File: src/rtl/spm_pkg.sv
// Package for the stroke point merger: field widths and defaults for the
// interfaces and modules, and the control state type of the top level.
// No dependencies.
package spm_pkg;

    // Field widths
    localparam int XY_W        = 24;   // point coordinates, signed
    localparam int P_W         = 16;   // pressure, unsigned fraction
    localparam int MD_W        = 23;   // merge radius register
    localparam int SUM_W       = 32;   // pressure group sum

    // Bit-serial distance datapath
    localparam int DX_W        = 24;   // |dx| and |dy| never exceed 2^24 - 1
    localparam int TERM_W      = 26;   // dx + dy - md for one bit position
    localparam int ACC_W       = 50;   // signed d2 - r2

    // Default width of the group counter
    localparam int COUNT_BITS_DEF = 16;

    // Control sequencer states
    typedef enum logic [1:0] {
        S_IDLE,
        S_CALC,
        S_EMIT
    } t_state;

endpackage

File: src/rtl/spm_ifs.sv
// Valid/ready channel interfaces for stroke points in and kept points out.
// Depends on spm_pkg for the field widths.
interface spm_in_if;
    logic                              valid;
    logic                              ready;
    logic signed [spm_pkg::XY_W-1:0]   point_x;
    logic signed [spm_pkg::XY_W-1:0]   point_y;
    logic        [spm_pkg::P_W-1:0]    pressure;
    logic                              stroke_end;

    modport source (output valid, point_x, point_y, pressure, stroke_end, input ready);
    modport sink   (input valid, point_x, point_y, pressure, stroke_end, output ready);
endinterface

interface spm_out_if;
    logic                              valid;
    logic                              ready;
    logic signed [spm_pkg::XY_W-1:0]   out_x;
    logic signed [spm_pkg::XY_W-1:0]   out_y;
    logic        [spm_pkg::P_W-1:0]    out_pressure;
    logic                              out_last;

    modport source (output valid, out_x, out_y, out_pressure, out_last, input ready);
    modport sink   (input valid, out_x, out_y, out_pressure, out_last, output ready);
endinterface

File: src/rtl/spm_dist.sv
// Bit-serial squared distance test: decides dx^2 + dy^2 < md^2, one
// multiplier bit per cycle, MSB first. Depends on spm_pkg.
module spm_dist (
    input  logic                              i_clk,
    input  logic                              i_rst_n,
    input  logic                              i_start,
    input  logic signed [spm_pkg::XY_W-1:0]   i_x,
    input  logic signed [spm_pkg::XY_W-1:0]   i_y,
    input  logic signed [spm_pkg::XY_W-1:0]   i_kept_x,
    input  logic signed [spm_pkg::XY_W-1:0]   i_kept_y,
    input  logic        [spm_pkg::MD_W-1:0]   i_min_distance,
    output logic                              o_busy,
    output logic                              o_done,
    output logic                              o_merge
);

    localparam int CNT_W = $clog2(spm_pkg::DX_W);
    localparam logic [CNT_W-1:0] LAST_BIT = CNT_W'(spm_pkg::DX_W - 1);

    logic signed [spm_pkg::XY_W:0]      w_diff_x;
    logic signed [spm_pkg::XY_W:0]      w_diff_y;
    logic        [spm_pkg::XY_W:0]      w_abs_x;
    logic        [spm_pkg::XY_W:0]      w_abs_y;

    logic        [spm_pkg::DX_W-1:0]    r_dx;
    logic        [spm_pkg::DX_W-1:0]    r_dy;
    logic        [spm_pkg::DX_W-1:0]    r_md;
    logic        [spm_pkg::DX_W-1:0]    r_dx_sh;
    logic        [spm_pkg::DX_W-1:0]    r_dy_sh;
    logic        [spm_pkg::DX_W-1:0]    r_md_sh;
    logic signed [spm_pkg::ACC_W-1:0]   r_acc;
    logic signed [spm_pkg::ACC_W-1:0]   n_acc;
    logic        [CNT_W-1:0]            r_cnt;
    logic                               r_busy;
    logic                               r_done;
    logic                               r_merge;

    logic        [spm_pkg::DX_W-1:0]    w_sel_dx;
    logic        [spm_pkg::DX_W-1:0]    w_sel_dy;
    logic        [spm_pkg::DX_W-1:0]    w_sel_md;
    logic signed [spm_pkg::TERM_W-1:0]  w_term;

    // Absolute coordinate differences, taken on the start cycle
    assign w_diff_x = (spm_pkg::XY_W+1)'(i_x) - (spm_pkg::XY_W+1)'(i_kept_x);
    assign w_diff_y = (spm_pkg::XY_W+1)'(i_y) - (spm_pkg::XY_W+1)'(i_kept_y);
    assign w_abs_x  = w_diff_x[spm_pkg::XY_W] ? -w_diff_x : w_diff_x;
    assign w_abs_y  = w_diff_y[spm_pkg::XY_W] ? -w_diff_y : w_diff_y;

    // One bit of each square and of the radius square per cycle
    assign w_sel_dx = r_dx_sh[spm_pkg::DX_W-1] ? r_dx : '0;
    assign w_sel_dy = r_dy_sh[spm_pkg::DX_W-1] ? r_dy : '0;
    assign w_sel_md = r_md_sh[spm_pkg::DX_W-1] ? r_md : '0;
    assign w_term   = spm_pkg::TERM_W'(w_sel_dx) + spm_pkg::TERM_W'(w_sel_dy)
                    - spm_pkg::TERM_W'(w_sel_md);
    assign n_acc    = (r_acc <<< 1) + spm_pkg::ACC_W'(w_term);

    // Sequence control
    always_ff @(posedge i_clk) begin
        if (!i_rst_n) begin
            r_busy <= 1'b0;
            r_done <= 1'b0;
            r_cnt  <= '0;
        end else begin
            r_done <= 1'b0;
            if (i_start) begin
                r_busy <= 1'b1;
                r_cnt  <= '0;
            end else if (r_busy) begin
                r_cnt <= r_cnt + 1'b1;
                if (r_cnt == LAST_BIT) begin
                    r_busy <= 1'b0;
                    r_done <= 1'b1;
                end
            end
        end
    end

    // Shift registers and accumulator
    always_ff @(posedge i_clk) begin
        if (i_start) begin
            r_dx    <= spm_pkg::DX_W'(w_abs_x);
            r_dy    <= spm_pkg::DX_W'(w_abs_y);
            r_md    <= spm_pkg::DX_W'(i_min_distance);
            r_dx_sh <= spm_pkg::DX_W'(w_abs_x);
            r_dy_sh <= spm_pkg::DX_W'(w_abs_y);
            r_md_sh <= spm_pkg::DX_W'(i_min_distance);
            r_acc   <= '0;
        end else if (r_busy) begin
            r_dx_sh <= r_dx_sh << 1;
            r_dy_sh <= r_dy_sh << 1;
            r_md_sh <= r_md_sh << 1;
            r_acc   <= n_acc;
            // d2 below r2 leaves the difference negative
            if (r_cnt == LAST_BIT) begin
                r_merge <= n_acc[spm_pkg::ACC_W-1];
            end
        end
    end

    assign o_busy  = r_busy;
    assign o_done  = r_done;
    assign o_merge = r_merge;

`ifndef SYNTH
    // A new test never starts over one in progress
    a_no_restart: assert property (@(posedge i_clk) disable iff (!i_rst_n)
        r_busy |-> !i_start)
        else $error("distance test restarted while busy");
    // Done is raised in the cycle after the last bit step
    a_done_after_last: assert property (@(posedge i_clk) disable iff (!i_rst_n)
        (r_busy && !i_start && r_cnt == LAST_BIT) |=> (r_done && !r_busy))
        else $error("distance done not raised after last bit");
    // Done comes only after a run
    a_done_source: assert property (@(posedge i_clk) disable iff (!i_rst_n)
        r_done |-> $past(r_busy))
        else $error("distance done without a run");
`endif

endmodule

File: src/rtl/spm_div.sv
// Restoring divider for the group average: sum / count, saturated to the
// pressure range, one quotient bit per cycle. Depends on spm_pkg.
module spm_div #(
    parameter int COUNT_BITS = spm_pkg::COUNT_BITS_DEF
) (
    input  logic                          i_clk,
    input  logic                          i_rst_n,
    input  logic                          i_start,
    input  logic [spm_pkg::SUM_W-1:0]     i_sum,
    input  logic [COUNT_BITS-1:0]         i_count,
    output logic                          o_busy,
    output logic [spm_pkg::P_W-1:0]       o_quot
);

    localparam int CNT_W = $clog2(spm_pkg::P_W);
    localparam int MW    = COUNT_BITS + spm_pkg::P_W;
    localparam logic [CNT_W-1:0] LAST_BIT = CNT_W'(spm_pkg::P_W - 1);

    logic [COUNT_BITS-1:0]        w_div;
    logic [spm_pkg::P_W-1:0]      w_sum_hi;
    logic                         w_ovf;

    logic [COUNT_BITS-1:0]        r_div;
    logic [COUNT_BITS-1:0]        r_rem;
    logic [spm_pkg::P_W-1:0]      r_dvd;
    logic [spm_pkg::P_W-1:0]      r_quot;
    logic [CNT_W-1:0]             r_cnt;
    logic                         r_busy;

    logic [COUNT_BITS:0]          w_trial;
    logic                         w_fit;
    logic [COUNT_BITS:0]          w_diff;

    // An empty group divides by one
    assign w_div    = (i_count != '0) ? i_count : COUNT_BITS'(1);
    assign w_sum_hi = i_sum[spm_pkg::SUM_W-1:spm_pkg::SUM_W-spm_pkg::P_W];
    // Quotient overflows the pressure range when sum >= div * 2^16
    assign w_ovf    = MW'(w_sum_hi) >= MW'(w_div);

    // Trial subtract of one remainder step
    assign w_trial  = {r_rem, r_dvd[spm_pkg::P_W-1]};
    assign w_fit    = w_trial >= {1'b0, r_div};
    assign w_diff   = w_trial - {1'b0, r_div};

    always_ff @(posedge i_clk) begin
        if (!i_rst_n) begin
            r_busy <= 1'b0;
            r_cnt  <= '0;
        end else begin
            if (i_start) begin
                r_busy <= !w_ovf;
                r_cnt  <= '0;
            end else if (r_busy) begin
                r_cnt <= r_cnt + 1'b1;
                if (r_cnt == LAST_BIT) begin
                    r_busy <= 1'b0;
                end
            end
        end
    end

    always_ff @(posedge i_clk) begin
        if (i_start) begin
            r_div  <= w_div;
            // Without overflow the upper half is below the divisor, so it fits the remainder
            r_rem  <= COUNT_BITS'(w_sum_hi);
            r_dvd  <= i_sum[spm_pkg::P_W-1:0];
            r_quot <= w_ovf ? '1 : '0;
        end else if (r_busy) begin
            r_rem  <= w_fit ? w_diff[COUNT_BITS-1:0] : w_trial[COUNT_BITS-1:0];
            r_dvd  <= r_dvd << 1;
            r_quot <= {r_quot[spm_pkg::P_W-2:0], w_fit};
        end
    end

    assign o_busy = r_busy;
    assign o_quot = r_quot;

`ifndef SYNTH
    // The remainder stays below the divisor through every step
    a_rem_bound: assert property (@(posedge i_clk) disable iff (!i_rst_n)
        r_busy |-> (r_rem < r_div))
        else $error("divider remainder out of range");
    // Divisor is never zero during a run
    a_div_nonzero: assert property (@(posedge i_clk) disable iff (!i_rst_n)
        r_busy |-> (r_div != '0))
        else $error("divider running with zero divisor");
    // A run ends after exactly one step per quotient bit
    a_run_length: assert property (@(posedge i_clk) disable iff (!i_rst_n)
        (r_busy && !i_start && r_cnt == LAST_BIT) |=> !r_busy)
        else $error("divider run length wrong");
`endif

endmodule

File: src/rtl/stroke_point_merger_unit.sv
// Top level of the stroke point merger: drops points within the merge
// radius of the kept point and emits the rest with the group average, or
// with their own pressure for stroke start and end points. Depends on
// spm_pkg, spm_ifs, spm_dist and spm_div.
//   channel   direction  request moves
//   i_point   in         point_x, point_y, pressure, stroke_end
//   o_point   out        out_x, out_y, out_pressure, out_last
//   i_cfg_*   in         min_distance write, no read-back
//
// A stroke start or stroke end point goes from accept through S_EMIT to the
// output register. Any other point waits in S_CALC on the bit-serial distance
// test, which steps one bit of |dx|, |dy| and the radius per cycle, while the
// divider runs alongside it; a point outside the radius then goes via S_EMIT.
// Reset is synchronous and active low; it clears the radius and group state.
// The output register holds a result while o_point is stalled, and a new
// point is still accepted; a later result waits for that register to free.
module stroke_point_merger_unit #(
    parameter int COUNT_BITS = spm_pkg::COUNT_BITS_DEF
) (
    input  logic                          i_clk,
    input  logic                          i_rst_n,
    input  logic                          i_cfg_wr_en,
    input  logic [spm_pkg::MD_W-1:0]      i_cfg_wr_data,
    spm_in_if.sink                        i_point,
    spm_out_if.source                     o_point
);

    spm_pkg::t_state                      r_state;
    spm_pkg::t_state                      n_state;

    logic [spm_pkg::MD_W-1:0]             r_min_distance;
    logic                                 r_at_start;
    logic signed [spm_pkg::XY_W-1:0]      r_kept_x;
    logic signed [spm_pkg::XY_W-1:0]      r_kept_y;
    logic [spm_pkg::SUM_W-1:0]            r_sum;
    logic [COUNT_BITS-1:0]                r_count;

    // Accepted point
    logic signed [spm_pkg::XY_W-1:0]      r_x;
    logic signed [spm_pkg::XY_W-1:0]      r_y;
    logic [spm_pkg::P_W-1:0]              r_p;
    logic                                 r_end;

    // Output register
    logic                                 r_out_valid;
    logic signed [spm_pkg::XY_W-1:0]      r_out_x;
    logic signed [spm_pkg::XY_W-1:0]      r_out_y;
    logic [spm_pkg::P_W-1:0]              r_out_p;
    logic                                 r_out_last;

    logic                                 w_in_acc;
    logic                                 w_start;
    logic                                 w_merge_upd;
    logic                                 w_emit;

    logic                                 w_dist_busy;
    logic                                 w_dist_done;
    logic                                 w_dist_merge;
    logic                                 w_div_busy;
    logic [spm_pkg::P_W-1:0]              w_div_quot;

    logic [spm_pkg::SUM_W:0]              w_sum_add;
    logic [spm_pkg::SUM_W-1:0]            n_sum_sat;
    logic [COUNT_BITS-1:0]                n_count_sat;
    logic [spm_pkg::P_W-1:0]              w_emit_p;

    assign w_in_acc      = i_point.valid && i_point.ready;
    assign i_point.ready = (r_state == spm_pkg::S_IDLE);

    // Serial units, started on the accept cycle with the current group state
    spm_dist u_dist (
        .i_clk          (i_clk),
        .i_rst_n        (i_rst_n),
        .i_start        (w_start),
        .i_x            (i_point.point_x),
        .i_y            (i_point.point_y),
        .i_kept_x       (r_kept_x),
        .i_kept_y       (r_kept_y),
        .i_min_distance (r_min_distance),
        .o_busy         (w_dist_busy),
        .o_done         (w_dist_done),
        .o_merge        (w_dist_merge)
    );

    spm_div #(
        .COUNT_BITS (COUNT_BITS)
    ) u_div (
        .i_clk   (i_clk),
        .i_rst_n (i_rst_n),
        .i_start (w_start),
        .i_sum   (r_sum),
        .i_count (r_count),
        .o_busy  (w_div_busy),
        .o_quot  (w_div_quot)
    );

    // Sequencer state register
    always_ff @(posedge i_clk) begin
        if (!i_rst_n) begin
            r_state <= spm_pkg::S_IDLE;
        end else begin
            r_state <= n_state;
        end
    end

    // Next state and control strobes
    always_comb begin
        n_state     = r_state;
        w_start     = 1'b0;
        w_merge_upd = 1'b0;
        w_emit      = 1'b0;
        case (r_state)
            spm_pkg::S_IDLE: begin
                if (w_in_acc) begin
                    if (i_point.stroke_end || r_at_start) begin
                        n_state = spm_pkg::S_EMIT;
                    end else begin
                        w_start = 1'b1;
                        n_state = spm_pkg::S_CALC;
                    end
                end
            end
            spm_pkg::S_CALC: begin
                if (w_dist_done) begin
                    if (w_dist_merge) begin
                        w_merge_upd = 1'b1;
                        n_state     = spm_pkg::S_IDLE;
                    end else begin
                        n_state = spm_pkg::S_EMIT;
                    end
                end
            end
            spm_pkg::S_EMIT: begin
                if (!r_out_valid || o_point.ready) begin
                    w_emit  = 1'b1;
                    n_state = spm_pkg::S_IDLE;
                end
            end
            default: begin
                n_state = spm_pkg::S_IDLE;
            end
        endcase
    end

    // Saturating group sum and count for a dropped point
    assign w_sum_add   = {1'b0, r_sum} + (spm_pkg::SUM_W+1)'(r_p);
    assign n_sum_sat   = w_sum_add[spm_pkg::SUM_W] ? '1 : w_sum_add[spm_pkg::SUM_W-1:0];
    assign n_count_sat = (r_count == '1) ? r_count : r_count + 1'b1;

    // Start and end points carry their own pressure
    assign w_emit_p = (r_end || r_at_start) ? r_p : w_div_quot;

    // Configuration register
    always_ff @(posedge i_clk) begin
        if (!i_rst_n) begin
            r_min_distance <= '0;
        end else if (i_cfg_wr_en) begin
            r_min_distance <= i_cfg_wr_data;
        end
    end

    // Hold the accepted point
    always_ff @(posedge i_clk) begin
        if (w_in_acc) begin
            r_x   <= i_point.point_x;
            r_y   <= i_point.point_y;
            r_p   <= i_point.pressure;
            r_end <= i_point.stroke_end;
        end
    end

    // Group state: merge a dropped point, restart on an emitted one
    always_ff @(posedge i_clk) begin
        if (!i_rst_n) begin
            r_at_start <= 1'b1;
            r_kept_x   <= '0;
            r_kept_y   <= '0;
            r_sum      <= '0;
            r_count    <= '0;
        end else if (w_merge_upd) begin
            r_sum   <= n_sum_sat;
            r_count <= n_count_sat;
        end else if (w_emit) begin
            if (r_end) begin
                r_at_start <= 1'b1;
                r_sum      <= '0;
                r_count    <= '0;
            end else begin
                r_at_start <= 1'b0;
                r_kept_x   <= r_x;
                r_kept_y   <= r_y;
                r_sum      <= spm_pkg::SUM_W'(r_p);
                r_count    <= COUNT_BITS'(1);
            end
        end
    end

    // Output register: load on emit, drop when taken
    always_ff @(posedge i_clk) begin
        if (!i_rst_n) begin
            r_out_valid <= 1'b0;
        end else if (w_emit) begin
            r_out_valid <= 1'b1;
        end else if (o_point.ready) begin
            r_out_valid <= 1'b0;
        end
    end

    always_ff @(posedge i_clk) begin
        if (w_emit) begin
            r_out_x    <= r_x;
            r_out_y    <= r_y;
            r_out_p    <= w_emit_p;
            r_out_last <= r_end;
        end
    end

    assign o_point.valid        = r_out_valid;
    assign o_point.out_x        = r_out_x;
    assign o_point.out_y        = r_out_y;
    assign o_point.out_pressure = r_out_p;
    assign o_point.out_last     = r_out_last;

`ifndef SYNTH
    // At a stroke start the group is empty
    a_start_empty: assert property (@(posedge i_clk) disable iff (!i_rst_n)
        r_at_start |-> (r_sum == '0 && r_count == '0))
        else $error("group not empty at stroke start");
    // Inside a stroke the group holds at least the kept point
    a_group_nonempty: assert property (@(posedge i_clk) disable iff (!i_rst_n)
        !r_at_start |-> (r_count != '0))
        else $error("empty group inside a stroke");
    // The average is ready once the distance test finishes
    a_div_first: assert property (@(posedge i_clk) disable iff (!i_rst_n)
        w_dist_done |-> !w_div_busy)
        else $error("divider still busy at distance result");
    // The distance test runs only while the sequencer waits on it
    a_calc_busy: assert property (@(posedge i_clk) disable iff (!i_rst_n)
        (w_dist_busy || w_dist_done) |-> (r_state == spm_pkg::S_CALC))
        else $error("distance test running outside calc state");
`endif

endmodule

File: src/flat_wrapper.sv
// flat-port wrapper written by rule: the top's interface ports become plain ports
module stroke_point_merger_unit_flat 
#(
    parameter int COUNT_BITS = spm_pkg::COUNT_BITS_DEF
)
  (i_clk, i_rst_n, i_cfg_wr_en, i_cfg_wr_data, i_point_valid, i_point_point_x, i_point_point_y, i_point_pressure, i_point_stroke_end, i_point_ready, o_point_valid, o_point_out_x, o_point_out_y, o_point_out_pressure, o_point_out_last, o_point_ready);
  spm_in_if i_point_i ();
  spm_out_if o_point_i ();
  input  logic i_clk;
  input  logic i_rst_n;
  input  logic i_cfg_wr_en;
  input  logic [spm_pkg::MD_W-1:0] i_cfg_wr_data;
  input wire logic [$bits(i_point_i.valid)-1:0] i_point_valid;
  input wire logic [$bits(i_point_i.point_x)-1:0] i_point_point_x;
  input wire logic [$bits(i_point_i.point_y)-1:0] i_point_point_y;
  input wire logic [$bits(i_point_i.pressure)-1:0] i_point_pressure;
  input wire logic [$bits(i_point_i.stroke_end)-1:0] i_point_stroke_end;
  output wire logic [$bits(i_point_i.ready)-1:0] i_point_ready;
  output wire logic [$bits(o_point_i.valid)-1:0] o_point_valid;
  output wire logic [$bits(o_point_i.out_x)-1:0] o_point_out_x;
  output wire logic [$bits(o_point_i.out_y)-1:0] o_point_out_y;
  output wire logic [$bits(o_point_i.out_pressure)-1:0] o_point_out_pressure;
  output wire logic [$bits(o_point_i.out_last)-1:0] o_point_out_last;
  input wire logic [$bits(o_point_i.ready)-1:0] o_point_ready;
  assign i_point_i.valid = i_point_valid;
  assign i_point_i.point_x = i_point_point_x;
  assign i_point_i.point_y = i_point_point_y;
  assign i_point_i.pressure = i_point_pressure;
  assign i_point_i.stroke_end = i_point_stroke_end;
  assign i_point_ready = i_point_i.ready;
  assign o_point_valid = o_point_i.valid;
  assign o_point_out_x = o_point_i.out_x;
  assign o_point_out_y = o_point_i.out_y;
  assign o_point_out_pressure = o_point_i.out_pressure;
  assign o_point_out_last = o_point_i.out_last;
  assign o_point_i.ready = o_point_ready;
  stroke_point_merger_unit #(.COUNT_BITS(COUNT_BITS)) u_core (.i_clk(i_clk), .i_rst_n(i_rst_n), .i_cfg_wr_en(i_cfg_wr_en), .i_cfg_wr_data(i_cfg_wr_data), .i_point(i_point_i), .o_point(o_point_i));
endmodule
File: config.mk
export PLATFORM = sky130hd
export DESIGN_NAME = stroke_point_merger_unit_flat
export DESIGN_NICKNAME = d
export VERILOG_FILES = /design/src/rtl/spm_pkg.sv /design/src/rtl/spm_ifs.sv /design/src/rtl/spm_dist.sv /design/src/rtl/spm_div.sv /design/src/rtl/stroke_point_merger_unit.sv /design/src/flat_wrapper.sv
export SDC_FILE = /design/constraint.sdc
export NUM_CORES = 1
export LEC_CHECK = 0
export BUFFER_PORTS_ARGS = -buffer_cell sky130_fd_sc_hd__buf_2
export CAP_MARGIN = 20
export CELL_PAD_IN_SITES_DETAIL_PLACEMENT = 1
export CELL_PAD_IN_SITES_GLOBAL_PLACEMENT = 2
export CORE_MARGIN = 2
export CORE_UTILIZATION = 41
export DETAILED_ROUTE_END_ITERATION = 16
export MAX_ROUTING_LAYER = met4
export PLACE_DENSITY_LB_ADDON = 0.25
export SLEW_MARGIN = 20
export SYNTH_ARGS = -nofsm -noshare
export SYNTH_HDL_FRONTEND = slang
export SYNTH_SLANG_ARGS = --single-unit
File: constraint.sdc
create_clock -name i_clk -period 11.3 [get_ports i_clk]
set_input_delay 2.26 -clock i_clk [delete_from_list [all_inputs] [get_ports i_clk]]
set_output_delay 2.26 -clock i_clk [all_outputs]
set_load 0.03 [all_outputs]
==> impl_results.md <==
- Gr ovfl total: 0
- Critical path arrival: 7210 ps
- Main synth FF type: edfxtp_1
- FP Rows: 98
- Mapped Nets: 3251
- Share of layout cells above drive strength 1: 0.121
- Ys async rst share: 0
- CTS tree: built
- Fin crit period: 6870 ps
- Mean Syn Cell Area: ~10 um^2
- Router iterations before antenna repair: 5
- Setup Skew: about 26 ps
- Area contributors post-synth: edfxtp_1 34%, dfxtp_1 12%, ha_1 7.5%
- Post-synth EDFFs: 337
- Hold depth: 0
- IO buf count: between 150 and 200
- Largest net degree at the start of global routing: about 130
- Final slew viol count: 0
- CP endpoint kind: flip-flop
- Worst Path Required: between 10000 and 15000 ps
- Rel. slew slack: 0.297
- Post-synthesis cell count: 2953
- Number of fill cells in the layout: around 8100
- Clock transition at the registers of the reported paths: 60 ps
- Number of global-route vias before repair: roughly 24000
- Post-route clock period utilization: 0.608
- Initial antenna violation count: 8
- Hold_buf cts: 0
- Area taken by multi-input logic gates: around 0.015 mm^2
- Most used cell along the critical path: a21oi_1
- Fin util: 0.464
- Residual DRC count: 0
- Register area: between 0.01 and 0.015 mm^2
- Post-route ant nets: 0
- Slowest cell on crit path: edfxtp_1
- DRT iter0 DRCs: roughly 1100
- Crit Path Class: reg2reg
- H-tree Lvls: 2
- Crit-path max cell delay: 830 ps
- Syn Std Cell Area: around 0.030 mm^2
- Final Hold Vio Count: 0
- Nets@finish: 3364
- Area leader, netlist: edfxtp_1
- First-pass GRT wire length: 129000 um
- Vias per inst: ~5.4
- Setup_tns: 0 ps
- Post-CTS setup buffers: 0
- Highest clock rate: about 150 MHz
- Synth cell count leaders: 396 x nand2_1, 337 x edfxtp_1, 191 x nor2_1
- Final WL: between 70000 and 80000 um
- Inserted Clock Buffers: 58
- Post-DP HPWL: 58000 um
- Routability congestion estimate: a little under 0.9
- Wire per inst: 19.4 um
- Area Growth Syn to Fin: 12.1%
- Max FO, Critical Path: 25
- YS warnings: 0
- Tightest Pin Transition: 1050 ps
- # clock sinks: between 500 and 600
- Die X: 273 um
- Via count: 21960
- Post-cts sizing count: 0
- Clk Latency, worst-skew pair: about 630 ps
- Type of origin of the critical path: flip-flop
- Overall Global Routing Usage: 0.219
- Hold Path Class: reg2reg
- Ports: between 150 and 200
- Seq/Total Area, Yosys: 0.466
- P per Cell Area: roughly 190 mW/mm^2
- Status: completed
- Most frequent cell after synthesis: nand2_1
- Share of the synthesized area in the top cell type: 0.341
- Leakage: around 13 nW
- Core Footprint: between 0.07 and 0.08 mm^2
- Clock root buffer: clkbuf_16
- Crit path cell chain: nand2_1 > fa_1 > inv_1 > ha_1 > a21o_1 > a21oi_1 > o21ai_0 > a31oi_1 > nor3_1 > o311ai_0 > nand2b_1 > a21oi_2 > buf_4 > ha_1 > a21oi_1 > o21ai_0 > nand3_1 > a21oi_1 > a211oi_1 > o32ai_1 > o31ai_1 > a21oi_1 > a221oi_1 > xnor2_1
- Count of state elements after synthesis: around 520
- Die area: ~0.075 mm^2
- Die height: around 270 um
- Reg2reg path depth: 24
- Final setup fails: 0
- CTS Buffer Depth: 3
- Max-Cap Viols: 0
- Tot Pwr: ~0.006 W
- RSZ-0062 raised after global routing: false
- Starting density of the core: 0.414
- Peak supply drop: ~120 uV
- Synth unique cells: 86
-- metrics by stage --
step | hold WS [ps] | std cells | cell area, um^2 | setup slack [ps]
final | 452 | 4071 | 33200 | 4430
after global routing | 461 | 4071 | 33200 | 3510
after detailed placement | 436 | 3956 | 31300 | 4420
after floorplan | 421 | 2953 | 29700 | 2340
after global placement | 436 | 3956 | 31300 | 4700
after CTS | 451 | 4065 | 33200 | 4370
-- placed cells by master (no fill, tap or decap), drive strengths merged, types with 20 or more instances in the layout --
master / instances
fa: 28
a21o: 66
mux2i: 75
inv: 178
mux2: 61
ha: 177
nor2b: 52
nor2: 191
o21a: 41
nand4: 25
o21ai: 133
xor2: 61
a211oi: 27
clkbuf: 77
nor3: 44
o211ai: 20
and2: 48
and3: 26
buf: 176
a31oi: 22
dfxtp: 185
edfxtp: 337
clkinv: 22
nand2: 396
nand2b: 27
xnor2: 118
a21boi: 72
nand3: 49
a21oi: 155
-- worst max-delay path: cells and delay by family (launching register included) --
family,cells,cell delay [ps]
AOI/OAI and AO/OA,14,3370
adders and majority gates,3,1210
DFF,1,830
and+or+nand+nor,4,620
buffers and inverters,2,400
xor gates and xnor gates,1,120
-- registers in the layout, indices dropped and copies added (netlist names), 23 cells and up --
signal,flops
u_core.o_point.out_x,24
u_core.r_kept_x,24
u_core.u_dist.r_dx_sh,24
u_core.u_dist.r_md,23
u_core.r_min_distance,23
u_core.u_dist.r_dy_sh,24
u_core.r_kept_y,24
u_core.u_dist.r_md_sh,24
u_core.u_dist.r_acc,49
u_core.r_y,24
u_core.u_dist.r_dx,24
u_core.r_sum,32
u_core.u_dist.r_dy,24
u_core.r_x,24
u_core.o_point.out_y,24
-- path summary, 6_finish.rpt --
kind | from | to | slack, ps
worst min-delay path | u_core.r_y[12] | u_core.o_point.out_y[12] | 450
worst max-delay path | u_core.u_dist.r_dx_sh[23] | u_core.u_dist.o_merge | 4430
worst min register to register | u_core.r_y[12] | u_core.o_point.out_y[12] | 450
worst max register to register | u_core.u_dist.r_dx_sh[23] | u_core.u_dist.o_merge | 4430
-- metal layers --
metal	global-route usage	wire (um)	share of wire
met2	0.375	38600	0.49
met3	0.0249	1870	0.024
met1	0.279	36900	0.47
met5	-	0	0
met4	0.0513	1690	0.021
-- logic make-up after synthesis --
family / Yosys count / synth area share
simple gates: 934 / 0.147
compound gates: 678 / 0.154
flops: 522 / 0.466
buf+inv: 299 / 0.0384
fa+ha+maj: 205 / 0.0936
xor+xnor: 179 / 0.0529
mux: 136 / 0.0485
-- power breakdown --
part / total [W] / switching [W] / internal [W]
clock: 0.00189 / 0.000802 / 0.00108
combinational: 0.00199 / 0.00119 / 0.000799
sequential: 0.00230 / 0.0000969 / 0.00220
total: 0.00617 / 0.00209 / 0.00408
-- final cells by class --
class	instances	area share
clock buffers	77	0.0467
multi-input cells	2132	0.443
well taps	950	0.0358
inverters	176	0.0201
clock inverters	32	0.00986
diodes	6	0.000452
repair buffers	176	0.0279
flip-flops and latches	522	0.416
No activity file was read; power rests on OpenSTA's default activity.
